**config.mk**
```make
export PLATFORM = sky130hd
export DESIGN_NAME = bmp_rle_index_decoder_flat
export DESIGN_NICKNAME = d
export VERILOG_FILES = /design/src/hw/rtl/bri_pkg.sv /design/src/hw/rtl/bri_in_if.sv /design/src/hw/rtl/bri_out_if.sv /design/src/hw/rtl/bri_cfg_if.sv /design/src/hw/rtl/bri_parser.sv /design/src/hw/rtl/bmp_rle_index_decoder.sv /design/src/flat_wrapper.sv
export SDC_FILE = /design/constraint.sdc
export NUM_CORES = 1
export LEC_CHECK = 0
export BUFFER_PORTS_ARGS = -buffer_cell sky130_fd_sc_hd__buf_2
export CAP_MARGIN = 5
export CORE_ASPECT_RATIO = 1.75
export CORE_UTILIZATION = 55
export DETAILED_ROUTE_END_ITERATION = 7
export PLACE_DENSITY_LB_ADDON = 0.15
export SYNTH_ARGS = -nofsm -noshare
export SYNTH_HDL_FRONTEND = slang
export SYNTH_SLANG_ARGS = --single-unit
export TNS_END_PERCENT = 30
```
**constraint.sdc**
```tcl
create_clock -name clk -period 12.1 [get_ports clk]
set_clock_uncertainty 0.2 [all_clocks]
set_input_delay 0 -clock clk [delete_from_list [all_inputs] [get_ports clk]]
set_output_delay 0 -clock clk [all_outputs]
set_load 0.05 [all_outputs]
```
**src/hw/rtl/bri_pkg.sv**
```systemverilog
// Shared types and constants of the BMP RLE palette-index decoder.
`default_nettype none
package bri_pkg;

	localparam int unsigned MAX_DIM_DEF = 4096;
	localparam int unsigned CFG_INDEX_W = 2;
	localparam int unsigned CFG_DATA_W  = 13;
	localparam int unsigned NIB_SHIFT   = 4;
	localparam logic [7:0]  NIB_MASK    = 8'h0F;

	typedef enum logic [2:0] {
		PH_COUNT  = 3'd0,
		PH_SECOND = 3'd1,
		PH_DX     = 3'd2,
		PH_DY     = 3'd3,
		PH_LIT    = 3'd4,
		PH_PAD    = 3'd5
	} bri_phase_t;

	typedef enum logic [1:0] {
		ST_OK    = 2'd0,
		ST_END   = 2'd1,
		ST_TRUNC = 2'd2,
		ST_OOB   = 2'd3
	} bri_status_t;

	typedef enum logic [CFG_INDEX_W-1:0] {
		REG_WIDTH     = 2'd0,
		REG_HEIGHT    = 2'd1,
		REG_TOP_FIRST = 2'd2,
		REG_FOUR_BIT  = 2'd3
	} bri_reg_t;

	typedef struct packed {
		logic        write_valid;
		logic [11:0] out_row;
		logic [11:0] start_column;
		logic [7:0]  pixel_count;
		logic [7:0]  even_index;
		logic [7:0]  odd_index;
		bri_status_t status;
	} bri_result_t;

endpackage
`default_nettype wire

```
**src/hw/rtl/bri_in_if.sv**
```systemverilog
// Compressed byte stream channel.
`default_nettype none
interface bri_in_if;
	logic       valid;
	logic       ready;
	logic [7:0] stream_byte;
	logic       last_byte;

	modport source(output valid, output stream_byte, output last_byte, input ready);
	modport sink(input valid, input stream_byte, input last_byte, output ready);
endinterface
`default_nettype wire

```
**src/hw/rtl/bri_out_if.sv**
```systemverilog
// Pixel run result channel.
`default_nettype none
interface bri_out_if;
	logic        valid;
	logic        ready;
	logic        write_valid;
	logic [11:0] out_row;
	logic [11:0] start_column;
	logic [7:0]  pixel_count;
	logic [7:0]  even_index;
	logic [7:0]  odd_index;
	logic [1:0]  status;

	modport source(output valid, output write_valid, output out_row, output start_column,
		output pixel_count, output even_index, output odd_index, output status, input ready);
	modport sink(input valid, input write_valid, input out_row, input start_column,
		input pixel_count, input even_index, input odd_index, input status, output ready);
endinterface
`default_nettype wire

```
**src/hw/rtl/bri_cfg_if.sv**
```systemverilog
// Configuration register write channel.
`default_nettype none
interface bri_cfg_if;
	logic                             valid;
	logic                             ready;
	logic [bri_pkg::CFG_INDEX_W-1:0]  index;
	logic [bri_pkg::CFG_DATA_W-1:0]   data;

	modport source(output valid, output index, output data, input ready);
	modport sink(input valid, input index, input data, output ready);
endinterface
`default_nettype wire

```
**src/hw/rtl/bri_parser.sv**
```systemverilog
// Parse state and run/escape decode for one stream byte per cycle while adv is high.
`default_nettype none
module bri_parser #(
	parameter int unsigned MAX_DIM = bri_pkg::MAX_DIM_DEF
) (
	input  wire logic                         clk,
	input  wire logic                         arst_n,
	input  wire logic                         adv,
	input  wire logic [7:0]                   item_byte,
	input  wire logic                         item_last,
	input  wire logic [$clog2(MAX_DIM+1)-1:0] cfg_width,
	input  wire logic [$clog2(MAX_DIM+1)-1:0] cfg_height,
	input  wire logic                         cfg_top_first,
	input  wire logic                         cfg_four_bit,
	output logic                              has_result,
	output bri_pkg::bri_result_t              result
);
	import bri_pkg::*;

	// cursor holds up to MAX_DIM plus one delta step, with headroom for a run add
	localparam int unsigned CW = $clog2(MAX_DIM + 256) + 1;

	bri_phase_t    phase_q, phase_d;
	logic [CW-1:0] col_q, col_d;
	logic [CW-1:0] row_q, row_d;
	logic [7:0]    held_q, held_d;
	logic [7:0]    left_q, left_d;
	logic          odd_q, odd_d;
	logic          halted_q, halted_d;

	logic [CW-1:0] w_ext, h_ext, row_inc, row_add, out_r;
	logic [7:0]    hi, lo, run_n, left_sub;
	logic          run_req, run_oob, esc_oob, esc_end;
	bri_result_t   res;
	logic          has;

	assign w_ext    = CW'(cfg_width);
	assign h_ext    = CW'(cfg_height);
	assign hi       = cfg_four_bit ? (8'(item_byte >> NIB_SHIFT) & NIB_MASK) : item_byte;
	assign lo       = cfg_four_bit ? (item_byte & NIB_MASK) : item_byte;
	assign row_inc  = row_q + CW'(1);
	assign row_add  = row_q + CW'(item_byte);
	assign run_oob  = (row_q >= h_ext) || ((col_q + CW'(run_n)) > w_ext);
	assign out_r    = cfg_top_first ? row_q : (h_ext - CW'(1) - row_q);
	assign left_sub = (cfg_four_bit && left_q >= 8'd2) ? 8'd2 : 8'd1;

	always_comb begin
		phase_d  = phase_q;
		col_d    = col_q;
		row_d    = row_q;
		held_d   = held_q;
		left_d   = left_q;
		odd_d    = odd_q;
		halted_d = halted_q;
		run_req  = 1'b0;
		run_n    = 8'd0;
		esc_oob  = 1'b0;
		esc_end  = 1'b0;
		has      = 1'b0;
		res      = '0;

		case (phase_q)
			PH_SECOND: begin
				phase_d = PH_COUNT;
				if (held_q != 8'd0) begin
					run_req = 1'b1;
					run_n   = held_q;
				end else if (item_byte == 8'd0) begin
					col_d   = '0;
					row_d   = row_inc;
					esc_oob = row_inc > h_ext;
				end else if (item_byte == 8'd1) begin
					esc_end = 1'b1;
				end else if (item_byte == 8'd2) begin
					phase_d = PH_DX;
				end else begin
					left_d  = item_byte;
					odd_d   = 1'b0;
					phase_d = PH_LIT;
				end
			end
			PH_DX: begin
				col_d   = col_q + CW'(item_byte);
				phase_d = PH_DY;
			end
			PH_DY: begin
				row_d   = row_add;
				phase_d = PH_COUNT;
				esc_oob = (col_q > w_ext) || (row_add >= h_ext);
			end
			PH_LIT: begin
				if (left_q == 8'd0) begin
					phase_d = PH_COUNT;
				end else begin
					run_req = 1'b1;
					run_n   = left_sub;
					left_d  = left_q - left_sub;
					odd_d   = ~odd_q;
					if (left_q == left_sub)
						phase_d = (~odd_q) ? PH_PAD : PH_COUNT;
				end
			end
			PH_PAD: begin
				phase_d = PH_COUNT;
			end
			default: begin
				held_d  = item_byte;
				phase_d = PH_SECOND;
			end
		endcase

		if (run_req) begin
			has = 1'b1;
			if (run_oob) begin
				res.status = ST_OOB;
				halted_d   = 1'b1;
			end else begin
				res.write_valid  = 1'b1;
				res.out_row      = 12'(out_r);
				res.start_column = 12'(col_q);
				res.pixel_count  = run_n;
				res.even_index   = hi;
				res.odd_index    = lo;
				res.status       = ST_OK;
				col_d            = col_q + CW'(run_n);
			end
		end else if (esc_oob) begin
			has        = 1'b1;
			res.status = ST_OOB;
			halted_d   = 1'b1;
		end else if (esc_end) begin
			has        = 1'b1;
			res.status = ST_END;
			halted_d   = 1'b1;
		end

		if (halted_q) begin
			has      = 1'b0;
			res      = '0;
			phase_d  = phase_q;
			col_d    = col_q;
			row_d    = row_q;
			held_d   = held_q;
			left_d   = left_q;
			odd_d    = odd_q;
			halted_d = halted_q;
		end else if (item_last && !(has && (res.status == ST_END || res.status == ST_OOB))) begin
			has        = 1'b1;
			res        = '0;
			res.status = ST_TRUNC;
		end

		// last byte always returns the parser to its reset state
		if (item_last) begin
			phase_d  = PH_COUNT;
			col_d    = '0;
			row_d    = '0;
			held_d   = 8'd0;
			left_d   = 8'd0;
			odd_d    = 1'b0;
			halted_d = 1'b0;
		end
	end

	assign has_result = has;
	assign result     = res;

	always_ff @(posedge clk or negedge arst_n) begin
		if (!arst_n) begin
			phase_q  <= PH_COUNT;
			col_q    <= '0;
			row_q    <= '0;
			held_q   <= 8'd0;
			left_q   <= 8'd0;
			odd_q    <= 1'b0;
			halted_q <= 1'b0;
		end else if (adv) begin
			phase_q  <= phase_d;
			col_q    <= col_d;
			row_q    <= row_d;
			held_q   <= held_d;
			left_q   <= left_d;
			odd_q    <= odd_d;
			halted_q <= halted_d;
		end
	end

	a_last_clears: assert property (@(posedge clk) disable iff (!arst_n)
		adv && item_last |=> phase_q == PH_COUNT && !halted_q && col_q == '0 && row_q == '0)
		else $error("parser state not cleared after last byte");

	a_halted_silent: assert property (@(posedge clk) disable iff (!arst_n)
		halted_q |-> !has_result)
		else $error("result produced while stream halted");

	a_write_in_width: assert property (@(posedge clk) disable iff (!arst_n)
		has_result && result.write_valid |-> (col_q + CW'(result.pixel_count)) <= w_ext)
		else $error("run written past image width");

endmodule
`default_nettype wire

```
**src/hw/rtl/bmp_rle_index_decoder.sv**
```systemverilog
// Top level of the BMP RLE8/RLE4 palette-index run decoder.
// Takes one compressed byte per cycle on stream and gives at most one run word per byte on
// runs. An accepted byte goes into an input register, the parser updates its cursor and phase
// and forms the result combinationally, and the result sits in an output register; a new byte
// is taken every cycle as long as runs keeps taking words. The parser state update sets the
// rate. cfg is always ready; write it only while no byte is in flight. Width and height above
// MAX_DIM are stored as MAX_DIM.
`default_nettype none
module bmp_rle_index_decoder #(
	parameter int unsigned MAX_DIM = bri_pkg::MAX_DIM_DEF
) (
	input wire logic clk,
	input wire logic arst_n,
	bri_in_if.sink   stream,
	bri_out_if.source runs,
	bri_cfg_if.sink  cfg
);
	import bri_pkg::*;

	localparam int unsigned DW = $clog2(MAX_DIM + 1);

	logic [DW-1:0] width_q, height_q, cfg_dim;
	logic          top_first_q, four_bit_q;

	logic          s1_valid_q, s1_last_s1;
	logic [7:0]    s1_byte_s1;
	logic          s1_adv, in_ready;

	logic          has_result;
	bri_result_t   result;
	logic          out_valid_q;
	bri_result_t   out_q;

	// config writes
	assign cfg.ready = 1'b1;
	assign cfg_dim   = (32'(cfg.data) > 32'(MAX_DIM)) ? DW'(MAX_DIM) : DW'(cfg.data);

	always_ff @(posedge clk or negedge arst_n) begin
		if (!arst_n) begin
			width_q     <= DW'(1);
			height_q    <= DW'(1);
			top_first_q <= 1'b0;
			four_bit_q  <= 1'b0;
		end else if (cfg.valid) begin
			case (cfg.index)
				REG_WIDTH:     width_q     <= cfg_dim;
				REG_HEIGHT:    height_q    <= cfg_dim;
				REG_TOP_FIRST: top_first_q <= cfg.data[0];
				REG_FOUR_BIT:  four_bit_q  <= cfg.data[0];
				default: ;
			endcase
		end
	end

	// input register
	assign s1_adv       = s1_valid_q && (!out_valid_q || runs.ready);
	assign in_ready     = !s1_valid_q || s1_adv;
	assign stream.ready = in_ready;

	always_ff @(posedge clk or negedge arst_n) begin
		if (!arst_n)
			s1_valid_q <= 1'b0;
		else if (in_ready)
			s1_valid_q <= stream.valid;
	end

	always_ff @(posedge clk) begin
		if (in_ready && stream.valid) begin
			s1_byte_s1 <= stream.stream_byte;
			s1_last_s1 <= stream.last_byte;
		end
	end

	bri_parser #(
		.MAX_DIM(MAX_DIM)
	) u_parser (
		.clk          (clk),
		.arst_n       (arst_n),
		.adv          (s1_adv),
		.item_byte    (s1_byte_s1),
		.item_last    (s1_last_s1),
		.cfg_width    (width_q),
		.cfg_height   (height_q),
		.cfg_top_first(top_first_q),
		.cfg_four_bit (four_bit_q),
		.has_result   (has_result),
		.result       (result)
	);

	// result register
	always_ff @(posedge clk or negedge arst_n) begin
		if (!arst_n)
			out_valid_q <= 1'b0;
		else if (s1_adv)
			out_valid_q <= has_result;
		else if (runs.ready)
			out_valid_q <= 1'b0;
	end

	always_ff @(posedge clk) begin
		if (s1_adv && has_result)
			out_q <= result;
	end

	assign runs.valid        = out_valid_q;
	assign runs.write_valid  = out_q.write_valid;
	assign runs.out_row      = out_q.out_row;
	assign runs.start_column = out_q.start_column;
	assign runs.pixel_count  = out_q.pixel_count;
	assign runs.even_index   = out_q.even_index;
	assign runs.odd_index    = out_q.odd_index;
	assign runs.status       = out_q.status;

	a_nowrite_zero: assert property (@(posedge clk) disable iff (!arst_n)
		out_valid_q && !out_q.write_valid |-> out_q.pixel_count == 8'd0
			&& out_q.out_row == 12'd0 && out_q.start_column == 12'd0)
		else $error("non-write word carries run fields");

	a_write_ok: assert property (@(posedge clk) disable iff (!arst_n)
		out_valid_q && out_q.write_valid |-> out_q.status == ST_OK && out_q.pixel_count != 8'd0)
		else $error("write word with bad status or empty run");

	a_s1_held: assert property (@(posedge clk) disable iff (!arst_n)
		s1_valid_q && !s1_adv |=> s1_valid_q && $stable(s1_byte_s1) && $stable(s1_last_s1))
		else $error("stalled input byte lost");

	a_out_held: assert property (@(posedge clk) disable iff (!arst_n)
		out_valid_q && !runs.ready |=> out_valid_q && $stable(out_q))
		else $error("stalled result word changed");

endmodule
`default_nettype wire

```
**src/flat_wrapper.sv**
```systemverilog
// flat-port wrapper written by rule: the top's interface ports become plain ports
module bmp_rle_index_decoder_flat import bri_pkg::*;
#(
	parameter int unsigned MAX_DIM = bri_pkg::MAX_DIM_DEF
)
  (clk, arst_n, stream_valid, stream_stream_byte, stream_last_byte, stream_ready, runs_valid, runs_write_valid, runs_out_row, runs_start_column, runs_pixel_count, runs_even_index, runs_odd_index, runs_status, runs_ready, cfg_valid, cfg_index, cfg_data, cfg_ready);
  bri_in_if stream_i ();
  bri_out_if runs_i ();
  bri_cfg_if cfg_i ();
  input wire logic clk;
  input wire logic arst_n;
  input wire logic [$bits(stream_i.valid)-1:0] stream_valid;
  input wire logic [$bits(stream_i.stream_byte)-1:0] stream_stream_byte;
  input wire logic [$bits(stream_i.last_byte)-1:0] stream_last_byte;
  output wire logic [$bits(stream_i.ready)-1:0] stream_ready;
  output wire logic [$bits(runs_i.valid)-1:0] runs_valid;
  output wire logic [$bits(runs_i.write_valid)-1:0] runs_write_valid;
  output wire logic [$bits(runs_i.out_row)-1:0] runs_out_row;
  output wire logic [$bits(runs_i.start_column)-1:0] runs_start_column;
  output wire logic [$bits(runs_i.pixel_count)-1:0] runs_pixel_count;
  output wire logic [$bits(runs_i.even_index)-1:0] runs_even_index;
  output wire logic [$bits(runs_i.odd_index)-1:0] runs_odd_index;
  output wire logic [$bits(runs_i.status)-1:0] runs_status;
  input wire logic [$bits(runs_i.ready)-1:0] runs_ready;
  input wire logic [$bits(cfg_i.valid)-1:0] cfg_valid;
  input wire logic [$bits(cfg_i.index)-1:0] cfg_index;
  input wire logic [$bits(cfg_i.data)-1:0] cfg_data;
  output wire logic [$bits(cfg_i.ready)-1:0] cfg_ready;
  assign stream_i.valid = stream_valid;
  assign stream_i.stream_byte = stream_stream_byte;
  assign stream_i.last_byte = stream_last_byte;
  assign stream_ready = stream_i.ready;
  assign runs_valid = runs_i.valid;
  assign runs_write_valid = runs_i.write_valid;
  assign runs_out_row = runs_i.out_row;
  assign runs_start_column = runs_i.start_column;
  assign runs_pixel_count = runs_i.pixel_count;
  assign runs_even_index = runs_i.even_index;
  assign runs_odd_index = runs_i.odd_index;
  assign runs_status = runs_i.status;
  assign runs_i.ready = runs_ready;
  assign cfg_i.valid = cfg_valid;
  assign cfg_i.index = cfg_index;
  assign cfg_i.data = cfg_data;
  assign cfg_ready = cfg_i.ready;
  bmp_rle_index_decoder #(.MAX_DIM(MAX_DIM)) u_core (.clk(clk), .arst_n(arst_n), .stream(stream_i), .runs(runs_i), .cfg(cfg_i));
endmodule
```
==> flow_metrics.py, run 1 <==
metrics = {
    "outcome": {
        "status": "completed",
    },
    "setup_path": {
        "path_cells": "or3_4, or4_1, o21ai_0, nor2_1, a21oi_1, inv_1, ha_1, a211oi_1, o21bai_1, o22ai_1, o22ai_1, nand2_1, xnor2_1, ha_1, a21o_1, a21oi_1, o21a_1, o31ai_1, a211oi_2, and3_1, nand3_2, inv_2, and3_1",
        "r2r_cells": 23,
        "slowest_delay_ns": 0.68,
        "crit_path_start_kind": "register",
        "critPathTopFamily": "compound AO/OA/AOI/OAI gates",
        "required_ns": 12.20,
        "critPathLaunch": "u_core.u_parser.left_q[4]",
        "crit_buf_inv": 2,
        "worstPathArrival_ns": 7.32,
        "path_class": "reg2reg",
        "cp_max_fo": 25,
        "slowest_stage": "nand3_2",
        "cp_num_cells": 23,
        "end_kind": "register",
        "critPathCapture": "u_core.runs.pixel_count[6]",
        "rr_endpoint": "u_core.runs.pixel_count[6]",
        "r2r_slack_ns": 4.88,
        "rr_startpoint": "u_core.u_parser.left_q[4]",
    },
    "timing": {
        "maxSlewHeadroom_pct": 23.0,
        "finalSetupViolations": 0,
        "clock.fmax_ghz": 0.138,
        "period_share_pct": 59.7,
        "finalSetupTns_ns": 0,
        "rsz0062_at_grt": "no",
        "timing.final.hold_violations": 0,
        "fin_crit_ns": 7.22,
        "slew_violations": 0,
        "worstMarginPinSlew_ns": 1.16,
    },
    "power": {
        "comb_power_share_pct": 46.6,
        "irDropWorstVdd_mv": 0.129,
        "clkPwrFrac_pct": 22.8,
        "p_seq_share_pct": 30.7,
        "p_leak_nw": 4.96,
        "power_density_mw_per_mm2": 211,
        "p_sw_mw": 1.05,
        "p_int_mw": 1.32,
        "switching_share_pct": 44.3,
    },
    "synthesis": {
        "synth.distinct_cells": 85,
        "seq_area_frac_synth_pct": 37.4,
        "synth_nets": 1190,
        "synth_most_common_cell": "ha_1",
        "synth-main-ff-cell": "dfrtp_1",
        "synth_edf_count": 56,
        "synth-seq-cells": 135,
        "ys.warnings.count": 0,
        "synth_top_area_share_pct": 19.7,
        "async_reset_ff_share_pct": 58.5,
        "syn_area_per_cell_um2": 9.29,
        "synth_area_mm2": 0.00978,
        "yosysTopAreaCell": "dfrtp_1",
        "synth_commonest_cells": "ha_1, nor2_1, o21ai_0",
        "syn_inst": 1053,
        "synth_area_leaders": "dfrtp_1, edfxtp_1, ha_1, o21ai_0, nor2_1",
    },
    "cells_and_area": {
        "n_antenna_cell": 0,
        "drive_gt1_share_pct": 12.6,
        "seqCellArea_mm2": 0.00366,
        "multi_input_area_mm2": 0.00570,
        "n_fill_cell": 1519,
        "layout.nets": 1282,
        "fin_util_pct": 64.4,
        "area_growth_pct": 14.9,
    },
    "placed_design": {
        "hpwlAfterDp_mm": 20.3,
        "portBuffers": 81,
        "gp_congestion": 0.974,
    },
    "floorplan": {
        "io_pins": 83,
        "die_y_um": 178,
        "die_x_um": 103,
        "start_util_pct": 56.0,
        "core.rowCount": 64,
        "core_mm2": 0.0175,
        "dieArea_mm2": 0.0183,
    },
    "clock_tree": {
        "postCtsResizedCells": 0,
        "clk_path_buf_depth": 2,
        "cts.sinks": 135,
        "clockRootBuffer": "clkbuf_16",
        "clk_pin_slew_ns": 0.06,
        "tritoncts": "yes",
        "clk_latency_ns": 0.43,
        "cts_buffers": 17,
        "htree_levels": 4,
    },
    "global_route": {
        "grt_max_degree": 61,
        "antenna_found_initial": 0,
        "grt_overflow": 0,
        "grt_use_total_pct": 31.9,
        "grt_pass1_wl_mm": 43.6,
        "grt_pass1_vias": 8472,
    },
    "detailed_routing": {
        "drt_pass1_iterations": 5,
        "wire_per_inst_um": 19.8,
        "vias": 8353,
        "dr.first_iter.drc_count": 398,
        "ant_nets": 0,
        "drc": 0,
        "drt-total-wl_mm": 27.4,
        "viasPerCell": 6.02,
    },
    "min_path": {
        "hp-class": "in2reg",
    },
    "run": {
        "max_cap_viol_count": 0,
    },
}
## flip-flops by register name (all words and copies together) (netlist names), 12 cells and up
name and cells:
u_core.runs.out_row 12, u_core.height_q 13, u_core.width_q 13, u_core.u_parser.col_q 14
u_core.runs.start_column 12, u_core.u_parser.row_q 14
## tightest hold or removal path: stages
cell	delay [ns]
buf_2	0.11
or3b_2	0.39
o21ai_0	0.16
## area by class of cell
class | count | area share [%]
clock buffers | 17 | 3.79
multi-input cells | 813 | 50.7
well taps | 231 | 2.57
repair buffers | 118 | 6.81
inverters | 60 | 2.00
clock inverters | 14 | 1.56
flip-flops and latches | 135 | 32.6
## layout by cell type (no fill, tap or decap), types with 4 or more instances in the layout
cell type,n
mux2_2,4
a21o_1,19
dfrtp_1,77
a31oi_1,10
o21ai_1,8
o21ai_0,87
clkbuf_16,17
nand2_1,79
nor3_1,28
dlygate4sd3_1,32
a22o_1,10
o31ai_1,10
nor2b_1,8
inv_1,59
and3_1,13
buf_4,6
o21a_1,13
a22oi_1,6
xor2_1,15
nor4_1,4
mux2i_1,21
nand4_1,13
ha_1,103
buf_2,80
o22ai_1,5
edfxtp_1,56
nor2_1,91
and2_1,27
nand2b_1,19
a211oi_1,19
a21oi_1,53
nor3b_1,6
nand3_1,23
o21bai_1,9
xnor2_1,32
nand3b_1,4
fa_1,5
## through the flow
step	std cells	area, um^2	hold slack [ns]	power, mW	worst slack, ns
after floorplan	1053	9780	-0.496	1.55	6.71
after global placement	1325	10300	-0.293	1.80	5.16
after detailed placement	1325	10300	-0.291	1.81	4.98
after CTS	1388	11200	0.0237	2.36	4.92
after global routing	1388	11200	0.0905	2.52	4.44
final	1388	11200	0.0445	2.37	4.88
## power groups by stage
stage	Clock (mW)	Sequential, mW	Combinational [mW]
after floorplan	0	0.858	0.688
after global placement	0	0.731	1.07
after detailed placement	0	0.733	1.08
after CTS	0.539	0.725	1.10
after global routing	0.559	0.743	1.21
final	0.539	0.727	1.10
## worst min-delay path by stage
| stage | from | to | slack (ns) | cells past startpoint |
|---|---|---|---|---|
| after detailed placement | arst_n | u_core.u_parser.left_q[3] | -0.29 | 1 |
| after global routing | stream_stream_byte[3] | u_core.s1_byte_s1[3] | 0.09 | 2 |
| after global placement | arst_n | u_core.u_parser.left_q[3] | -0.29 | 1 |
| final | cfg_index[0] | u_core.width_q[0] | 0.04 | 3 |
| after CTS | cfg_index[0] | u_core.width_q[0] | 0.02 | 3 |
| after floorplan | arst_n | u_core.four_bit_q | -0.50 | 0 |
## repair_timing
item	CTS	global route
hold endpoints to repair	125	0
setup buffers	0	0
hold buffers	32	0
## layer usage
layer / GRT usage (%) / share of wire (%) / vias up
met2: 57.4 / 53 / 245
met1: 34.9 / 37 / 4006
met4: 20.1 / 5.7 / 0
met3: 3.57 / 3.8 / 86
met5: 0 / 0 / -
li1: - / - / 4016
## logic make-up (layout without fill, tap and decap cells)
logic type,count (synthesis),count (layout),synth area share [%]
flip-flops,135,135,37.4
AO/OA/AOI/OAI,288,288,19.0
other,1,1,0.0383
multiplexers,25,25,2.61
buffers and inverters,105,209,4.41
adder cells (fa/ha/maj),108,108,14.2
AND/OR/NAND/NOR,344,344,18.1
XOR/XNOR,47,47,4.21
No activity file was read; power rests on OpenSTA's default activity.
==> inputs of run 2 (changes only) <==
==> constraint.sdc (replaced) <==
create_clock -name clk -period 6.46 [get_ports clk]
set_clock_uncertainty 0.2 [all_clocks]
set_input_delay 0 -clock clk [delete_from_list [all_inputs] [get_ports clk]]
set_output_delay 0 -clock clk [all_outputs]
set_load 0.05 [all_outputs]
==> run 2 against run 1 <==
Effect of this change: fmax is 22% higher; combinational power is 94% higher; cell count is 1.6% higher; die area stayed put; via count is 2.0% higher; global-route usage is 0.77 points higher; count of clock-buffer cells in the layout is 1 higher.
==> flow_metrics.py, run 2 (synthesized netlist as in run 1, its figures left out) <==
metrics = {
    "floorplan": {
        "io_pins": 83,
        "dieArea_mm2": 0.0183,
        "core.rowCount": 64,
        "core_mm2": 0.0175,
        "die_x_um": 103,
        "start_util_pct": 56.0,
        "die_y_um": 178,
    },
    "clock_tree": {
        "post_cts_buffers": 0,
        "cts.sinks": 135,
        "clk_pin_slew_ns": 0.06,
        "clockRootBuffer": "clkbuf_16",
        "clk_path_buf_depth": 2,
        "clk_latency_ns": 0.43,
        "cts_buffers": 17,
        "tritoncts": "yes",
        "htree_levels": 4,
        "postCtsResizedCells": 0,
    },
    "cells_and_area": {
        "drive_gt1_share_pct": 13.7,
        "final_common_cell": "ha_1",
        "reg_top3": "u_core.u_parser.col_q (14), u_core.u_parser.row_q (14)",
        "layout.nets": 1303,
        "area_growth_pct": 17.2,
        "fin_area_mm2": 0.0115,
        "layout_common_cells": "ha_1, nor2_1, o21ai_0",
        "n_antenna_cell": 0,
    },
    "setup_path": {
        "rr_endpoint": "u_core.runs.out_row[2]",
        "path_cells": "or3_4, or4_1, o21ai_0, buf_4, nor2_1, a21oi_1, inv_1, ha_1, a211oi_1, o21bai_1, o22ai_1, o22ai_1, nand2_1, xnor2_1, ha_1, a21o_1, a21oi_1, o21a_1, o31ai_1, a211oi_2, and3_1, nand3_2, buf_4, a211oi_1",
        "cp_max_fo": 9,
        "slowest_stage": "or4_1",
        "crit_path_start_kind": "register",
        "required_ns": 6.51,
        "slowest_delay_ns": 0.44,
        "end_kind": "register",
        "path_class": "reg2reg",
        "rr_startpoint": "u_core.u_parser.left_q[4]",
        "r2r_slack_ns": 0.53,
        "worstPathArrival_ns": 5.98,
        "r2r_cells": 24,
    },
    "run": {
        "max_cap_viol_count": 0,
    },
    "placed_design": {
        "portBuffers": 81,
        "gp_congestion": 0.938,
        "dpl_cell_area_mm2": 0.0104,
        "preCtsSetupSlack_ns": 0.617,
        "hpwlAfterDp_mm": 21.0,
    },
    "detailed_routing": {
        "drt_pass1_iterations": 5,
        "vias": 8520,
        "dr.first_iter.drc_count": 433,
        "wire_per_inst_um": 20.0,
        "ant_nets": 0,
        "drt-total-wl_mm": 28.2,
        "viasPerCell": 6.04,
        "drc": 0,
    },
    "global_route": {
        "antenna_found_initial": 0,
        "grt_max_degree": 54,
        "grt_pass1_vias": 8503,
        "grt_pass1_wl_mm": 44.6,
        "grt_overflow": 0,
        "grt_use_total_pct": 32.7,
    },
    "power": {
        "comb_power_share_pct": 46.5,
        "clkPwrFrac_pct": 23.8,
        "p_sw_mw": 1.99,
        "finalPower_mw": 4.58,
        "power_density_mw_per_mm2": 399,
        "p_int_mw": 2.59,
        "irDropWorstVdd_mv": 0.268,
        "switching_share_pct": 43.4,
        "p_leak_nw": 5.08,
        "p_seq_share_pct": 29.6,
    },
    "timing": {
        "finalSetupViolations": 0,
        "finalSetupTns_ns": 0,
        "setup_ws_ns": 0.533,
        "timing.final.hold_violations": 0,
        "rsz0062_at_grt": "no",
        "worstMarginPinSlew_ns": 1.14,
        "maxSlewHeadroom_pct": 23.8,
        "fin_worst_hold_slack_ns": 0.0848,
        "slew_violations": 0,
        "clock.fmax_ghz": 0.169,
        "fin_crit_ns": 5.93,
        "period_share_pct": 91.7,
    },
    "outcome": {
        "status": "completed",
    },
    "min_path": {
        "worstHoldStart": "stream_stream_byte[4]",
        "hold_depth": 2,
        "holdPathEnd": "u_core.s1_byte_s1[4]",
        "hp-class": "in2reg",
    },
}
## run 2: cell types whose count changed in the layout (fill, tap and decap cells not counted), sizes merged
cell and delta:
buf +16, dlygate4sd3 +5, bufinv +2, clkinv -4
clkbuf +1, inv +2
## run 2: worst max-delay path by stage
| stage | start | end | slack (ns) | cells past startpoint |
|---|---|---|---|---|
| 2_1_floorplan | u_core.u_parser.left_q[4] | u_core.runs.even_index[5] | 1.07 | 24 |
| 3_3_place_gp | u_core.u_parser.left_q[4] | u_core.runs.out_row[2] | 0.78 | 24 |
| 3_5_place_dp | u_core.u_parser.left_q[4] | u_core.runs.out_row[10] | 0.62 | 24 |
| 4_1_cts | u_core.u_parser.left_q[4] | u_core.runs.out_row[10] | 0.60 | 24 |
| 5_1_grt | u_core.u_parser.left_q[4] | u_core.runs.out_row[2] | 0.11 | 24 |
| 6_report | u_core.u_parser.left_q[4] | u_core.runs.out_row[2] | 0.53 | 24 |
## run 2: what timing repair did
action / 4_1_cts / 5_1_grt
hold endpoints to repair: 126 / 0
hold buffers: 38 / 0
setup endpoints to repair: 0 / 0
## run 2: layout make-up
class / count / area [um^2]
fillers: 1500 / 5990
multi-input cells: 813 / 5700
flip-flops and latches: 135 / 3660
repair buffers: 139 / 948
clock buffers: 18 / 429
well taps: 231 / 289
inverters: 60 / 225
clock inverters: 14 / 220
## run 2: layer usage
metal / GRT usage [%] / part of all wire (%)
met3: 4.86 / 4.1
met2: 57.1 / 53
met1: 35.3 / 36
met5: 0 / 0
met4: 23.2 / 6.9
## run 2: power groups by stage
stage	sequential, mW	clock [mW]	combinational [mW]
after floorplan	1.61	0	1.29
after global placement	1.36	0	2.05
after detailed placement	1.37	0	2.08
after CTS	1.35	1.10	2.12
after global routing	1.39	1.14	2.33
final	1.36	1.09	2.13
## run 2: per-stage QoR
| stage | std cells | util (%) |
|---|---|---|
| 5_1_grt | 1410 | 65.7 |
| 6_report | 1410 | 65.7 |
| 3_3_place_gp | 1340 | 59.7 |
| 2_1_floorplan | 1053 | - |
| 4_1_cts | 1410 | 65.7 |
| 3_5_place_dp | 1340 | 59.7 |
## run 2: critical path, delay by kind of cell (launching register included)
family	cells	cell delay (ns)
DFF	1	0.42
xor gates and xnor gates	1	0.16
and+or+nand+nor	6	1.43
buffers and inverters	3	0.50
adders and majority gates	2	0.57
AOI/OAI and AO/OA	12	2.46
==> inputs of run 3 (changes only) <==
==> constraint.sdc (replaced) <==
create_clock -name clk -period 5.5 [get_ports clk]
set_clock_uncertainty 0.2 [all_clocks]
set_input_delay 0 -clock clk [delete_from_list [all_inputs] [get_ports clk]]
set_output_delay 0 -clock clk [all_outputs]
set_load 0.05 [all_outputs]
==> run 3 against run 2 <==
Effect of this change: critical path depth shrank 1; first-iteration DRC count shrank 7.9%; non-clock buffer count grew 22; sequential power grew 15%; via count grew 3.0%; register-to-register slack lost 0.43 ns; combinational power grew 27%; clock power grew 10%; highest routed layer unchanged; largest power group unchanged.
==> flow_metrics.py, run 3 (synthesized netlist as in run 1, its figures left out) <==
metrics = {
    "cells_and_area": {
        "reg_top3": "u_core.u_parser.col_q (14), u_core.u_parser.row_q (14)",
        "n_fill_cell": 1442,
        "area_growth_pct": 20.4,
        "seqCellArea_mm2": 0.00366,
        "layout.nets": 1325,
        "n_antenna_cell": 0,
        "final_cells": 1432,
        "drive_gt1_share_pct": 17.2,
        "layout_common_cells": "ha_1, nor2_1, o21ai_0",
        "fin_util_pct": 67.5,
        "multi_input_area_mm2": 0.00581,
        "final_common_cell": "ha_1",
    },
    "detailed_routing": {
        "vias": 8773,
        "ant_nets": 0,
        "drt-total-wl_mm": 28.8,
        "drc": 0,
        "dr.first_iter.drc_count": 399,
        "viasPerCell": 6.13,
        "drt_pass1_iterations": 7,
        "wire_per_inst_um": 20.1,
    },
    "run": {
        "max_cap_viol_count": 0,
    },
    "floorplan": {
        "dieArea_mm2": 0.0183,
        "core.rowCount": 64,
        "core_mm2": 0.0175,
        "io_pins": 83,
        "die_y_um": 178,
        "die_x_um": 103,
        "start_util_pct": 56.0,
    },
    "timing": {
        "clock.fmax_ghz": 0.185,
        "period_share_pct": 98.1,
        "slew_violations": 0,
        "rsz0062_at_grt": "yes",
        "timing.final.hold_violations": 0,
        "worstMarginPinSlew_ns": 1.13,
        "finalSetupViolations": 0,
        "maxSlewHeadroom_pct": 24.2,
        "finalSetupTns_ns": 0,
        "fin_crit_ns": 5.39,
    },
    "power": {
        "power_density_mw_per_mm2": 464,
        "p_leak_nw": 5.22,
        "irDropWorstVdd_mv": 0.283,
    },
    "setup_path": {
        "path_class": "reg2reg",
        "end_kind": "register",
        "cp_max_fo": 5,
        "required_ns": 5.57,
        "path_cells": "or3_4, or4_4, o21ai_2, buf_4, a22o_1, ha_2, inv_2, fa_2, nor2b_2, o31a_1, o21ai_2, a21oi_2, o21bai_1, xnor2_1, ha_1, a21oi_2, o21a_1, o31ai_2, a211oi_2, and3_4, nand3_4, buf_12, a211oi_2",
        "slowest_delay_ns": 0.44,
        "worstPathArrival_ns": 5.46,
        "crit_path_start_kind": "register",
        "slowest_stage": "or4_4",
    },
    "clock_tree": {
        "clockRootBuffer": "clkbuf_16",
        "clk_latency_ns": 0.43,
        "tritoncts": "yes",
        "cts.sinks": 135,
        "clk_pin_slew_ns": 0.06,
        "htree_levels": 4,
        "clk_path_buf_depth": 2,
        "cts_buffers": 17,
    },
    "global_route": {
        "gr-max-usage-layer": "met2",
        "antenna_found_initial": 0,
        "grt_max_degree": 54,
        "grt_pass1_vias": 8725,
        "grt_pass1_wl_mm": 45.6,
        "grt_use_total_pct": 33.3,
        "met3_usage_pct": 4.58,
        "gr-usage-met1_pct": 35.8,
        "grt_overflow": 0,
        "grt_use_met2_pct": 60.0,
    },
    "outcome": {
        "status": "completed",
    },
    "min_path": {
        "hp-class": "in2reg",
    },
    "placed_design": {
        "gp_congestion": 0.978,
        "hpwlAfterDp_mm": 21.1,
        "portBuffers": 81,
        "dp_cells": 1357,
    },
}
[run 3: cell types whose count changed in the layout (fill, tap and decap cells not counted), sizes merged]
cell / delta
buf: +19
bufinv: -2
clkbuf: +2
dlygate4sd3: +2
clkinv: +1
clkinvlp: +1
inv: -1
[run 3: layer usage]
metal / up-vias / part of all wire [%]
li1: 4108 / -
met1: 4229 / 35
met2: 327 / 54
met3: 109 / 4.8
met4: 0 / 6.0
met5: - / 0
[run 3: area by class of cell]
class                           count  share of cell area [%]
Clock buffer                       19                    3.76
Clock inverter                     13                    1.44
Inverter                           60                    1.93
Multi-Input combinational cell    813                    49.3
Sequential cell                   135                    31.1
Tap cell                          231                    2.45
Timing Repair Buffer              161                    9.99
[run 3: where the power goes]
group | switching (mW) | total, mW | internal (mW)
logic | 1.69 | 2.70 | 1.01
registers | 0.229 | 1.57 | 1.34
clock network | 0.467 | 1.20 | 0.730
[run 3: worst max-delay path: cells and delay by family (launching register included)]
kind,cells,cell delay [ns]
and+or+nand+nor,5,1.39
adders and majority gates,3,0.84
AOI/OAI and AO/OA,11,1.78
buffers and inverters,3,0.40
DFF,1,0.38
xor gates and xnor gates,1,0.22
[run 3: path summary, 6_finish.rpt]
path / startpoint / to / slack [ns] / depth (start not counted)
worst min register to register: u_core.width_q[3] / u_core.width_q[3] / 0.28 / 2
max in group asynchronous: arst_n / u_core.width_q[9] / 3.93 / 4
worst max-delay path: u_core.u_parser.left_q[6] / u_core.runs.out_row[10] / 0.11 / 23
worst min-delay path: stream_stream_byte[5] / u_core.s1_byte_s1[5] / 0.09 / 2
worst max register to register: u_core.u_parser.left_q[6] / u_core.runs.out_row[10] / 0.11 / 23
min in group asynchronous: arst_n / u_core.u_parser.left_q[7] / 0.40 / 4
[run 3: metrics by stage]
stage	instance area (um^2)	total power, mW	setup WS (ns)	hold WS (ns)
after CTS	11600	5.38	0.00572	0.0756
after floorplan	9780	3.40	0.106	-0.496
after detailed placement	10600	4.12	-0.160	-0.252
final	11800	5.47	0.105	0.0855
after global placement	10600	4.09	-0.0474	-0.254
after global routing	11800	5.79	-0.0794	0.0833
[run 3: timing repair]
item / CTS / global route
gates resized for setup: 6 / 25
pin swaps: 2 / 15
gates cloned: 0 / 1
endpoints found under the hold margin: 125 / 0
setup buffers: 0 / 2
endpoints found under the setup margin: 50 / 62
hold buffers: 40 / 0
